--- src/hdl/stto_mul.sv ---
// Two-stage signed multiplier built from 32x32 partial products.
module stto_mul #(
  parameter int AW = 16,
  parameter int BW = 16
) (
  input  logic                 clk,
  input  logic                 en,
  input  logic signed [AW-1:0] a,
  input  logic signed [BW-1:0] b,
  output logic signed [AW+BW-1:0] p
);

  localparam int LIMB = 31;
  localparam int NA   = (AW + LIMB - 1) / LIMB;
  localparam int NB   = (BW + LIMB - 1) / LIMB;
  localparam int AXW  = NA * LIMB;
  localparam int BXW  = NB * LIMB;
  localparam int PW   = AW + BW;

  logic signed [AXW-1:0]      a_ext;
  logic signed [BXW-1:0]      b_ext;
  logic signed [LIMB:0]       al [NA];
  logic signed [LIMB:0]       bl [NB];
  logic signed [2*LIMB+1:0]   pp_r [NA][NB];
  logic signed [PW-1:0]       sum_nxt;
  logic signed [PW-1:0]       p_r;

  // low limbs are unsigned, the top limb carries the sign
  always_comb begin
    a_ext = AXW'(a);
    b_ext = BXW'(b);
    for (int i = 0; i < NA; i++) begin
      if (i == NA - 1) begin
        al[i] = {a_ext[AXW-1], a_ext[i*LIMB +: LIMB]};
      end else begin
        al[i] = {1'b0, a_ext[i*LIMB +: LIMB]};
      end
    end
    for (int j = 0; j < NB; j++) begin
      if (j == NB - 1) begin
        bl[j] = {b_ext[BXW-1], b_ext[j*LIMB +: LIMB]};
      end else begin
        bl[j] = {1'b0, b_ext[j*LIMB +: LIMB]};
      end
    end
  end

  always_ff @(posedge clk) begin
    if (en) begin
      for (int i = 0; i < NA; i++) begin
        for (int j = 0; j < NB; j++) begin
          pp_r[i][j] <= al[i] * bl[j];
        end
      end
    end
  end

  always_comb begin
    sum_nxt = '0;
    for (int i = 0; i < NA; i++) begin
      for (int j = 0; j < NB; j++) begin
        sum_nxt = sum_nxt + (PW'(pp_r[i][j]) <<< ((i + j) * LIMB));
      end
    end
  end

  always_ff @(posedge clk) begin
    if (en) begin
      p_r <= sum_nxt;
    end
  end

  assign p = p_r;

endmodule
--- config.mk ---
export PLATFORM = sky130hd
export DESIGN_NAME = stto_mul
export DESIGN_NICKNAME = d
export VERILOG_FILES = /design/src/hdl/stto_mul.sv
export SDC_FILE = /design/constraint.sdc
export NUM_CORES = 1
export LEC_CHECK = 0
export BUFFER_PORTS_ARGS = -buffer_cell sky130_fd_sc_hd__buf_2
export CORE_ASPECT_RATIO = 0.8
export CORE_MARGIN = 2
export CORE_UTILIZATION = 28
export DETAILED_ROUTE_END_ITERATION = 8
export PLACE_DENSITY = 0.42
export SYNTH_ARGS = -nofsm -noshare
export SYNTH_HDL_FRONTEND = slang
export SYNTH_SLANG_ARGS = --single-unit
--- constraint.sdc ---
create_clock -name clk -period 9.5 [get_ports clk]
set_input_delay 0.95 -clock clk [delete_from_list [all_inputs] [get_ports clk]]
set_output_delay 0.95 -clock clk [all_outputs]
set_load 0.05 [all_outputs]
Word level (Yosys, flattened, before mapping)

Memory sizes are Yosys's and may differ from the RTL's. A register that Yosys moved wholly into a read port is not among the register bits.
Cells that the tools add are included.

RAM bits: 64
Register bits after elaboration: 0
Output and inout bits: 32
Memories: 1

Memories:

| name | words | bits a word | rd ports | clocked after memory_dff | write ports | line | RTL |
|---|---|---|---|---|---|---|---|
| pp_r | 1     | 64          | 1        | 1                        | 1           | 24   | `logic signed [2*LIMB+1:0] pp_r [NA][NB];` |

$mul: 1
Multiplexer cells: 2

Operator list:

| cell                         | count |
|---|---|
| multiplier 16 x 16 -> 32 bit | 1 |
| two-way mux 1 bit            | 2 |

Depth between registers and ports, before layout

Gate-level depths: netlist of run 1.

Depth in word-level cells: 2
Gate-level depth with buffers: 23
Depth with buffers taken out: 21

Worst setup path before layout of run 1

No wires, ideal clock.

Path type: input to register
Start point: input port a[15]
End point: memory pp_r[0][29] (netlist name), data pin
Data arrival time: 6296 ps
Stages: 17
Buffers on the path: 2
Setup time: 170 ps
Slack: 3035 ps
Cells stage by stage: clkbuf_1 -> nand2_1 -> fa_1 -> inv_1 -> fa_1 -> fa_1 -> fa_1 -> fa_1 -> fa_1 -> ha_1 -> buf_2 -> a211o_1 -> a21oi_1 -> and2_1 -> o31a_1 -> mux2_2 -> a311oi_2

Longest elaborated chain between the ends: 1

Ends and longest elaborated chain:

| what                         | line | RTL |
|---|---|---|
| from (decl)                  | 8    | `input logic signed [AW-1:0] a,` |
| multiplier 16 x 16 -> 32 bit | 52   | `pp_r[i][j] <= al[i] * bl[j];` |
| to (decl)                    | 24   |  |

Every way passes these cells.

Worst setup path in the final report of run 1

Ends and elaborated chain as after synthesis.

==> reports/qor.txt, run 1 <==
Clock root buffer: clkbuf_16
CTS tree: built
Min-delay src: pp_r[0][21]
Post-synth EDFFs: 64
Pre-Repair DR Iteration Count: 5
Crit path capture type: flop
MaxCap Viol Count: 0
Cts repair resizes: 0
Via-to-Cell Ratio: 4.20
R2R depth: 0
Final hold viol count: 0
Synth unique cells: 48
Clock buffer depth: 2
Critical path type: in -> reg
Commonest non-fill, non-tap cell in the layout: inv_1
Std-Cell Core Area: 0.0421 sq mm
Worst Hold End: p[21]
Seq/Total Area, Yosys: 16.0%
Crit path DAT: 6.74 ns
Worst slew pin tran: 0.820 ns
Critical path, cell by cell: buf_2 -> and2_1 -> inv_1 -> fa_1 -> inv_1 -> fa_1 -> fa_1 -> fa_1 -> fa_1 -> fa_1 -> ha_1 -> a211o_1 -> a21oi_1 -> and2_1 -> o31a_1 -> mux2_2 -> a311oi_2
Fin crit share: 69.3%
Die Height: 189 um
Cells after Synth: 1193
Syn avg cell area: 10.0 sq um
Clock slew at reported path FFs: 0.05 ns
Drt wl/cell: 16.3 um
Max-slew violation count: 0
Post-synthesis adder-cell area fraction: 52.4%
Worst skew pair latency: 0.32 ns
Total GRT Usage: 13.9%
Most frequent cells in the layout: inv_1 (310), fa_1 (262), nand2_1 (133)
Crit. Startpoint: a[15]
RSZ-0062 raised after global routing: false
Die width: 235 um
H-tree depth: 3
First-pass GRT wire length: 48400 um
Hold path cells: 0
FILL cells: 4422
Post-synthesis mux area share: 0.188%
Area growth syn-to-layout: 10.2%
Detailed Place HPWL: 24400 um
R2R Path End: p[0]
Cell mode on critical path: fa_1
Final Cell Area: 0.0132 sq mm
Setup Viol. Count Final: 0
Post-Syn Area: 0.0120 sq mm
Tmin final: 6.58 ns
Die Footprint: 0.0445 sq mm
Critical path's largest stage delay: 0.79 ns
Slowest CP cell: fa_1
Buffers added on ports: 65
# diodes: 0
Layout cells sized above 1: 7.41%
R2R setup slack: 8.86 ns
Crit path max fanout: 16
Sink Count: 64
Num CTS Buffers: 9
Largest net degree at the start of global routing: 65
Register bit count reported by yosys: 64
Fmax achieved: 152 MHz
Initial core utilization: 28.5%
Most used DFF post-synth: edfxtp_1
Worst hold path class: reg -> reg
Largest family of logic cells by synthesized area: adder cells
Ys Warns: 0
Boundary Pins: 66
Status: finished, final reports clean
Startpoint types: primary input
Nets@finish: 1614
Post-DP Area: 0.0129 sq mm
DRT antenna net count: 0
Ys async rst share: 0%
TNS Setup: 0 ns
Post-Synth Simple-Gate Area: 13.2%
Relative slew margins: 45.4%
Vias in the first global route: 8333
Complex-gate fraction of the synthesized area: 5.01%
Worst EP required: 9.65 ns
Post-Syn Nets: 1571
GP Congestion: 0.777
Layout Skew: 0.00532 ns
Vias: 7533
Crit path buffers/inverters: 3
Origin of the critical flop-to-flop path: pp_r[0][0]
Total wire length: 29300 um
Synth Area in XOR/XNOR: 2.41%
Initial antenna violation count: 0
DRT iter0 DRCs: 344
Post-CTS Setup Bufs: 0
Hold bufs inserted after CTS: 0
DRC viols: 0
GR Overflow Total: 0
Site Rows: 67
Cell family with most CP delay: adder cells
-- worst max-delay path by stage --
stage	slack, ns	depth (start not counted)	endpoint
after floorplan	3.03	17	pp_r[0][29]
after global placement	2.67	19	pp_r[0][29]
after detailed placement	2.58	17	pp_r[0][29]
after CTS	2.92	17	pp_r[0][29]
after global routing	2.62	17	pp_r[0][29]
final	2.92	17	pp_r[0][29]
-- flip-flops by register name (all words and copies together), names as in the netlist --
name	count
pp_r	32
p	32
-- synthesized netlist by cell type (9+ instances only) --
library cell	count	area [sq um]
xnor2_1	24	210
a21oi_1	23	115
and2_1	127	795
xor2_1	9	78.8
nand2_1	133	499
ha_1	82	1030
nor2_1	34	128
clkbuf_1	32	120
o21ai_0	19	95.1
edfxtp_1	64	1920
inv_1	310	1160
fa_1	262	5250
-- area by class of cell --
class	instances	area [sq um]	share of cell area [%]
Multi-Input combinational cell	785	8760	66.4
Sequential cell	64	1920	14.6
Inverter	310	1160	8.82
Tap cell	552	691	5.24
Timing Repair Buffer	66	333	2.52
Clock buffer	9	225	1.71
Clock inverter	7	96.3	0.730
-- routing by layer --
| layer | GRT usage, % | wire (um) | up-vias |
|---|---|---|---|
| li1 | - | - | 3625 |
| met5 | 0 | 0 | - |
| met2 | 20.1 | 11600 | 135 |
| met4 | 2.08 | 164 | 0 |
| met3 | 1.28 | 1070 | 8 |
| met1 | 22.6 | 16400 | 3765 |
-- per-stage QoR --
step / hold WS, ns / setup WS (ns) / std cells / util (%)
after floorplan: 0.400 / 3.03 / 1193 / -
after global placement: 0.403 / 2.67 / 1777 / 30.6
after detailed placement: 0.405 / 2.58 / 1777 / 30.6
after CTS: 0.419 / 2.92 / 1793 / 31.3
after global routing: 0.423 / 2.62 / 1793 / 31.3
final: 0.416 / 2.92 / 1793 / 31.3
-- cell families (layout without fill, tap and decap cells) --
family / Yosys count / after routing
buffers and inverters: 344 / 392
muxes: 2 / 2
adders and majority gates: 344 / 344
xor gates and xnor gates: 33 / 33
DFF: 64 / 64
and+or+nand+nor: 319 / 319
AOI/OAI and AO/OA: 87 / 87
Power of run 1 is left out: the tool's default activity adds up to more than one toggle a clock period on the data nets, which glitch-free logic cannot reach.
==> inputs of run 2 (changes only) <==
--- a/config.mk
+++ b/config.mk
@@ -10,7 +10,7 @@
 export CORE_MARGIN = 2
 export CORE_UTILIZATION = 28
 export DETAILED_ROUTE_END_ITERATION = 8
-export PLACE_DENSITY = 0.42
+export PLACE_DENSITY = 0.43
 export SYNTH_ARGS = -nofsm -noshare
 export SYNTH_HDL_FRONTEND = slang
 export SYNTH_SLANG_ARGS = --single-unit
==> constraint.sdc (replaced) <==
create_clock -name clk -period 5.8 [get_ports clk]
set_input_delay 0.58 -clock clk [delete_from_list [all_inputs] [get_ports clk]]
set_output_delay 0.58 -clock clk [all_outputs]
set_load 0.05 [all_outputs]
==> run 2 against run 1 <==
Utilization is 2.9 points higher. First-iteration DRC count is 5.2% lower. Die area stayed put. Final area is 9.3% higher. Clock skew is 0.0016 ns lower. Critical path type unchanged. Largest cell class unchanged.
==> reports/qor.txt, run 2 (synthesis gave the netlist of run 1 again) <==
Tmin final: 5.65 ns
Worst EP required: 5.94 ns (was 9.65 ns)
Die Height: 189 um (unchanged)
Max-slew violation count: 0 (unchanged)
DRC viols: 0 (unchanged)
Fin crit share: 97.4%
DRT iter0 DRCs: 326 (was 344)
# diodes: 0 (unchanged)
R2R depth: 0 (unchanged)
H-tree depth: 3 (unchanged)
Num CTS Buffers: 9 (unchanged)
Detailed Place HPWL: 25300 um (was 24400 um)
Boundary Pins: 66 (unchanged)
Worst slew pin tran: 0.810 ns (was 0.820 ns)
Hold bufs inserted after CTS: 0 (unchanged)
Crit path max fanout: 9 (was 16)
Final Cell Area: 0.0144 sq mm (was 0.0132 sq mm)
WHS: 0.414 ns (was 0.416 ns)
Buffers added on ports: 65 (unchanged)
Clock slew at reported path FFs: 0.05 ns (about the same)
Fmax achieved: 177 MHz
Largest net degree at the start of global routing: 65 (unchanged)
DRT antenna net count: 0 (unchanged)
Critical path type: in -> reg (unchanged)
Initial antenna violation count: 0 (unchanged)
Most frequent cells in the layout: inv_1 (304), fa_1 (255), nand2_1 (130) (was inv_1 (310), fa_1 (262), nand2_1 (133))
Nets@finish: 1740 (was 1614)
Setup Viol. Count Final: 0 (unchanged)
Worst skew pair latency: 0.32 ns (about the same)
Area growth syn-to-layout: 20.4% (was 10.2%)
Vias in the first global route: 8618 (was 8333)
Post-Layout Cell Count: 1919 (was 1793)
Die width: 235 um (unchanged)
Vias: 7898 (was 7533)
Hold path cells: 0 (unchanged)
Site Rows: 67 (unchanged)
Layout Skew: 0.00372 ns (was 0.00532 ns)
Relative slew margins: 46.0% (was 45.4%)
Std-Cell Core Area: 0.0421 sq mm (unchanged)
Drt wl/cell: 15.0 um (was 16.3 um)
CTS tree: built (unchanged)
RSZ-0062 raised after global routing: true (was false)
Crit path capture type: flop (unchanged)
Status: finished, final reports clean (unchanged)
MaxCap Viol Count: 0 (unchanged)
Final hold viol count: 0 (unchanged)
GR Overflow Total: 0 (unchanged)
Clock root buffer: clkbuf_16 (unchanged)
Layout cells sized above 1: 18.2% (was 7.41%)
Total wire length: 28700 um (was 29300 um)
Commonest non-fill, non-tap cell in the layout: inv_1 (unchanged)
Total GRT Usage: 13.5% (was 13.9%)
Die Footprint: 0.0445 sq mm (unchanged)
Worst hold path class: reg -> reg (unchanged)
R2R setup slack: 5.16 ns (was 8.86 ns)
Post-DP Area: 0.0139 sq mm (was 0.0129 sq mm)
Startpoint types: primary input (unchanged)
Crit path DAT: 5.79 ns (was 6.74 ns)
Cell count after placement: 1899 (was 1777)
Sink Count: 64 (unchanged)
First-pass GRT wire length: 48000 um (was 48400 um)
Pre-Repair DR Iteration Count: 4 (was 5)
GP Congestion: 0.789 (was 0.777)
Via-to-Cell Ratio: 4.12 (was 4.20)
TNS Setup: 0 ns (unchanged)
Initial core utilization: 28.5% (unchanged)
Clock buffer depth: 2 (unchanged)
==> run 2: layout make-up <==
class / instances / area [sq um]
Clock buffer: 12 / 236
Inverter: 310 / 1160
Timing Repair Buffer: 192 / 1400
Clock inverter: 4 / 68.8
Multi-Input combinational cell: 785 / 8930
Fill cell: 4349 / 27700
Tap cell: 552 / 691
Sequential cell: 64 / 1920
==> run 2: through the flow <==
stage               setup WS [ns]  util, %
floorplan                  0.0268        -
global placement           -0.266     33.0
detailed placement         -0.310     33.0
CTS                       0.00207     33.7
global route              -0.0111     34.3
finish                      0.153     34.3
==> run 2: routing by layer <==
metal  GRT usage, %  vias to the layer above  routed length [um]
met4           2.30                        0                 215
met2           19.6                       87               11200
met3           1.17                       12                 791
met1           21.8                     3923               16600
met5              0                        -                   0
li1               -                     3876                   -
==> run 2: worst max-delay path, stage by stage <==
cell and delay [ns]:
clkbuf_4 0.18, buf_6 0.16, buf_12 0.12, and2_1 0.14
fa_1 0.58, fa_2 0.46, fa_1 0.54, fa_2 0.45
fa_1 0.48, inv_1 0.05, fa_1 0.47, inv_1 0.07
ha_4 0.29, a21o_1 0.13, a21oi_1 0.06, o21a_1 0.21
o31a_1 0.32, mux2_4 0.31, a311oi_2 0.19
==> run 2: repair_timing <==
action / in CTS / in global routing
buffers inserted: 0 / 4
setup endpoints to repair: 0 / 14
resized for setup: 0 / 57
==> run 2: path summary, 6_finish.rpt <==
check              start           to
max                 a[8]  pp_r[0][29]
min          pp_r[0][11]        p[11]
max reg2reg  pp_r[0][27]        p[27]
min reg2reg  pp_r[0][11]        p[11]
Power of run 2 is left out for the same reason.
==> inputs of run 3 (changes only) <==
--- a/config.mk
+++ b/config.mk
@@ -5,10 +5,12 @@
 export SDC_FILE = /design/constraint.sdc
 export NUM_CORES = 1
 export LEC_CHECK = 0
+export ABC_AREA = 1
 export BUFFER_PORTS_ARGS = -buffer_cell sky130_fd_sc_hd__buf_2
 export CORE_ASPECT_RATIO = 0.8
 export CORE_MARGIN = 2
 export CORE_UTILIZATION = 28
+export CTS_CLUSTER_DIAMETER = 200
 export DETAILED_ROUTE_END_ITERATION = 8
 export PLACE_DENSITY = 0.43
 export SYNTH_ARGS = -nofsm -noshare
==> run 3 against run 2 <==
Sequential cell count is the same. Utilization shrank 1.1 points. Synthesized cell count rose by 30%. Count of clock-buffer cells in the layout decreased by 2. Register-to-register slack worse by 0.09 ns. Synthesized area grew 7.1%. Final area is 4.6% higher. Hold slack better by 0.0027 ns. Clock skew is 0.0031 ns higher. Non-clock buffer count fell by 3. First-iteration DRC count grew 60%.
==> reports/qor.txt, run 3 <==
Worst skew pair latency: 0.33 ns (was 0.32 ns)
CTS tree: built (unchanged)
Cell mode on critical path: fa_1 (unchanged)
Synth unique cells: 28 (was 48)
Crit path max fanout: 12 (was 9)
Synth Area in XOR/XNOR: 1.43% (was 2.41%)
DRT iter0 DRCs: 520 (was 326)
Ys Warns: 0 (unchanged)
GR Overflow Total: 0 (unchanged)
Final hold viol count: 0 (unchanged)
Slowest CP cell: fa_1 (unchanged)
First-pass GRT wire length: 54300 um (was 48000 um)
Setup Viol. Count Final: 0 (unchanged)
Crit path DAT: 5.64 ns (was 5.79 ns)
Sink Count: 64 (unchanged)
Syn avg cell area: 8.27 sq um (was 10.0 sq um)
Critical path's largest stage delay: 0.55 ns (was 0.58 ns)
Seq/Total Area, Yosys: 15.0% (was 16.0%)
Max-slew violation count: 0 (unchanged)
Most used DFF post-synth: edfxtp_1 (unchanged)
Final Cell Area: 0.0151 sq mm (was 0.0144 sq mm)
Post-Syn Nets: 1928 (was 1571)
Via-to-Cell Ratio: 4.15 (was 4.12)
Ys async rst share: 0% (unchanged)
Post-synth EDFFs: 64 (unchanged)
Largest net degree at the start of global routing: 65 (unchanged)
Total wire length: 31900 um (was 28700 um)
WHS: 0.417 ns (was 0.414 ns)
R2R depth: 0 (unchanged)
R2R Path End: p[30] (was p[27])
Crit path capture type: flop (unchanged)
Tmin final: 5.56 ns (was 5.65 ns)
Commonest cells post-synth: inv_1 (497), nand2_1 (403), fa_1 (262) (was inv_1 (310), fa_1 (262), nand2_1 (133))
Synth top area share: 40.9% (was 43.8%)
DRC viols: 0 (unchanged)
Site Rows: 70 (was 67)
Post-synthesis adder-cell area fraction: 48.9% (was 52.4%)
Hold path cells: 0 (unchanged)
Post-synthesis mux area share: 0% (was 0.188%)
Status: finished, final reports clean (unchanged)
Clock root buffer: clkbuf_16 (unchanged)
Clock buffer depth: 2 (unchanged)
Area growth syn-to-layout: 17.5% (was 20.4%)
Initial antenna violation count: 0 (unchanged)
Worst slew pin tran: 0.868 ns (was 0.810 ns)
Register bit count reported by yosys: 64 (unchanged)
Drt wl/cell: 13.8 um (was 15.0 um)
Critical path type: in -> reg (unchanged)
Relative slew margins: 42.1% (was 46.0%)
Post-Synth Simple-Gate Area: 16.8% (was 13.2%)
Largest family of logic cells by synthesized area: adder cells (unchanged)
Worst path depth: 19 (unchanged)
Nets@finish: 2070 (was 1740)
Fin crit share: 95.8% (was 97.4%)
Layout Skew: 0.00679 ns (was 0.00372 ns)
Critical path, cell by cell: buf_2 -> nand2_1 -> fa_1 -> fa_1 -> fa_1 -> inv_1 -> fa_1 -> fa_1 -> inv_1 -> fa_1 -> inv_1 -> ha_1 -> nand2_2 -> nor2_1 -> o21ai_0 -> nand3_1 -> nand2_1 -> nand3_1 -> nand2_1 (was clkbuf_4 -> buf_6 -> buf_12 -> and2_1 -> fa_1 -> fa_2 -> fa_1 -> fa_2 -> fa_1 -> inv_1 -> fa_1 -> inv_1 -> ha_4 -> a21o_1 -> a21oi_1 -> o21a_1 -> o31a_1 -> mux2_4 -> a311oi_2)
Fmax achieved: 180 MHz (was 177 MHz)
Initial core utilization: 28.2% (was 28.5%)
Vias: 9577 (was 7898)
Clock slew at reported path FFs: 0.06 ns (was 0.05 ns)
Boundary Pins: 66 (unchanged)
Post-synth top area cell: fa_1 (unchanged)
Origin of the critical flop-to-flop path: pp_r[0][30] (was pp_r[0][27])
Post-Layout Cell Count: 2308 (was 1919)
Cell count after placement: 2293 (was 1899)
GP Congestion: 0.816 (was 0.789)
Worst setup path end: pp_r[0][30] (was pp_r[0][29])
Worst hold path class: reg -> reg (unchanged)
Complex-gate fraction of the synthesized area: 1.57% (was 5.01%)
Pre-Repair DR Iteration Count: 5 (was 4)
Synth top area cells: fa_1 (41%), edfxtp_1 (15%), inv_1 (15%) (was fa_1 (44%), edfxtp_1 (16%), inv_1 (9.7%))
Cells after Synth: 1550 (was 1193)
H-tree depth: 3 (unchanged)
Post-DP Area: 0.0147 sq mm (was 0.0139 sq mm)
Crit path buffers/inverters: 4 (was 5)
Total GRT Usage: 14.4% (was 13.5%)
R2R setup slack: 5.07 ns (was 5.16 ns)
RSZ-0062 raised after global routing: false (was true)
Die Footprint: 0.0475 sq mm (was 0.0445 sq mm)
Commonest non-fill, non-tap cell in the layout: inv_1 (unchanged)
# diodes: 0 (unchanged)
DRT antenna net count: 0 (unchanged)
Most frequent cell after synthesis: inv_1 (unchanged)
Crit. Startpoint: a[10] (was a[8])
Post-Syn Area: 0.0128 sq mm (was 0.0120 sq mm)
Std-Cell Core Area: 0.0455 sq mm (was 0.0421 sq mm)
Num CTS Buffers: 9 (unchanged)
Most frequent cells in the layout: inv_1 (497), nand2_1 (400), fa_1 (262) (was inv_1 (304), fa_1 (255), nand2_1 (130))
Die width: 243 um (was 235 um)
Buffers added on ports: 65 (unchanged)
Cell family with most CP delay: adder cells (unchanged)
Die Height: 195 um (was 189 um)
Layout cells sized above 1: 14.1% (was 18.2%)
Vias in the first global route: 10400 (was 8618)
MaxCap Viol Count: 0 (unchanged)
Startpoint types: primary input (unchanged)
Detailed Place HPWL: 28600 um (was 25300 um)
Worst EP required: 5.89 ns (was 5.94 ns)
[run 3: cell types whose count changed in the layout (fill, tap and decap cells not counted), moves of 8 or more]
| cell | change |
|---|---|
| nand2_1 | +270 |
| inv_1 | +193 |
| and2_1 | -122 |
| nand3_1 | +27 |
| xnor2_1 | -20 |
| buf_2 | +12 |
| nand4_1 | +10 |
| nor2_1 | +10 |
| nor2_2 | +10 |
| o21ai_0 | -10 |
| nand2_2 | +9 |
| xor2_1 | +8 |
[run 3: metrics by stage]
stage | setup WS, ns | utilization, % | setup TNS, ns
after floorplan | 0.0411 | - | 0
after global placement | -0.220 | 32.4 | -0.929
after detailed placement | -0.184 | 32.4 | -1.10
after CTS | 0.148 | 33.0 | 0
after global routing | 0.00384 | 33.2 | 0
final | 0.243 | 33.2 | 0
[run 3: kinds of logic after synthesis]
group | after synthesis
buffers and inverters | 558
AND/OR/NAND/NOR | 527
adder cells (fa/ha/maj) | 344
flip-flops | 64
AO/OA/AOI/OAI | 36
XOR/XNOR | 21
[run 3: how the worst min path moves through the flow]
stage                        to        start
after floorplan            p[0]   pp_r[0][0]
after global placement     p[6]   pp_r[0][6]
after detailed placement  p[25]  pp_r[0][25]
after CTS                 p[18]  pp_r[0][18]
after global routing      p[20]  pp_r[0][20]
final                     p[18]  pp_r[0][18]
[run 3: final cells by class]
type	count	area [sq um]
fill	4832	30400
multi-input combinational	928	8850
sequential	64	1920
inverter	500	1880
timing repair buffer	189	1360
tap	612	766
clock buffer	10	229
clock inverter	5	72.6
[run 3: repair_timing]
item | 4_1_cts | 5_1_grt
hold buffers | 0 | 0
setup endpoints to repair | 0 | 7
endpoints found under the hold margin | 0 | 0
resized for setup | 0 | 16
buffers inserted | 0 | 0
[run 3: per-layer routing]
| layer | global-route usage [%] | share of wire, % |
|---|---|---|
| met3 | 1.64 | 3.6 |
| met5 | 0 | 0 |
| met2 | 24.0 | 46 |
| met1 | 21.1 | 50 |
| met4 | 1.05 | 0.43 |
Power of run 3 is left out for the same reason.
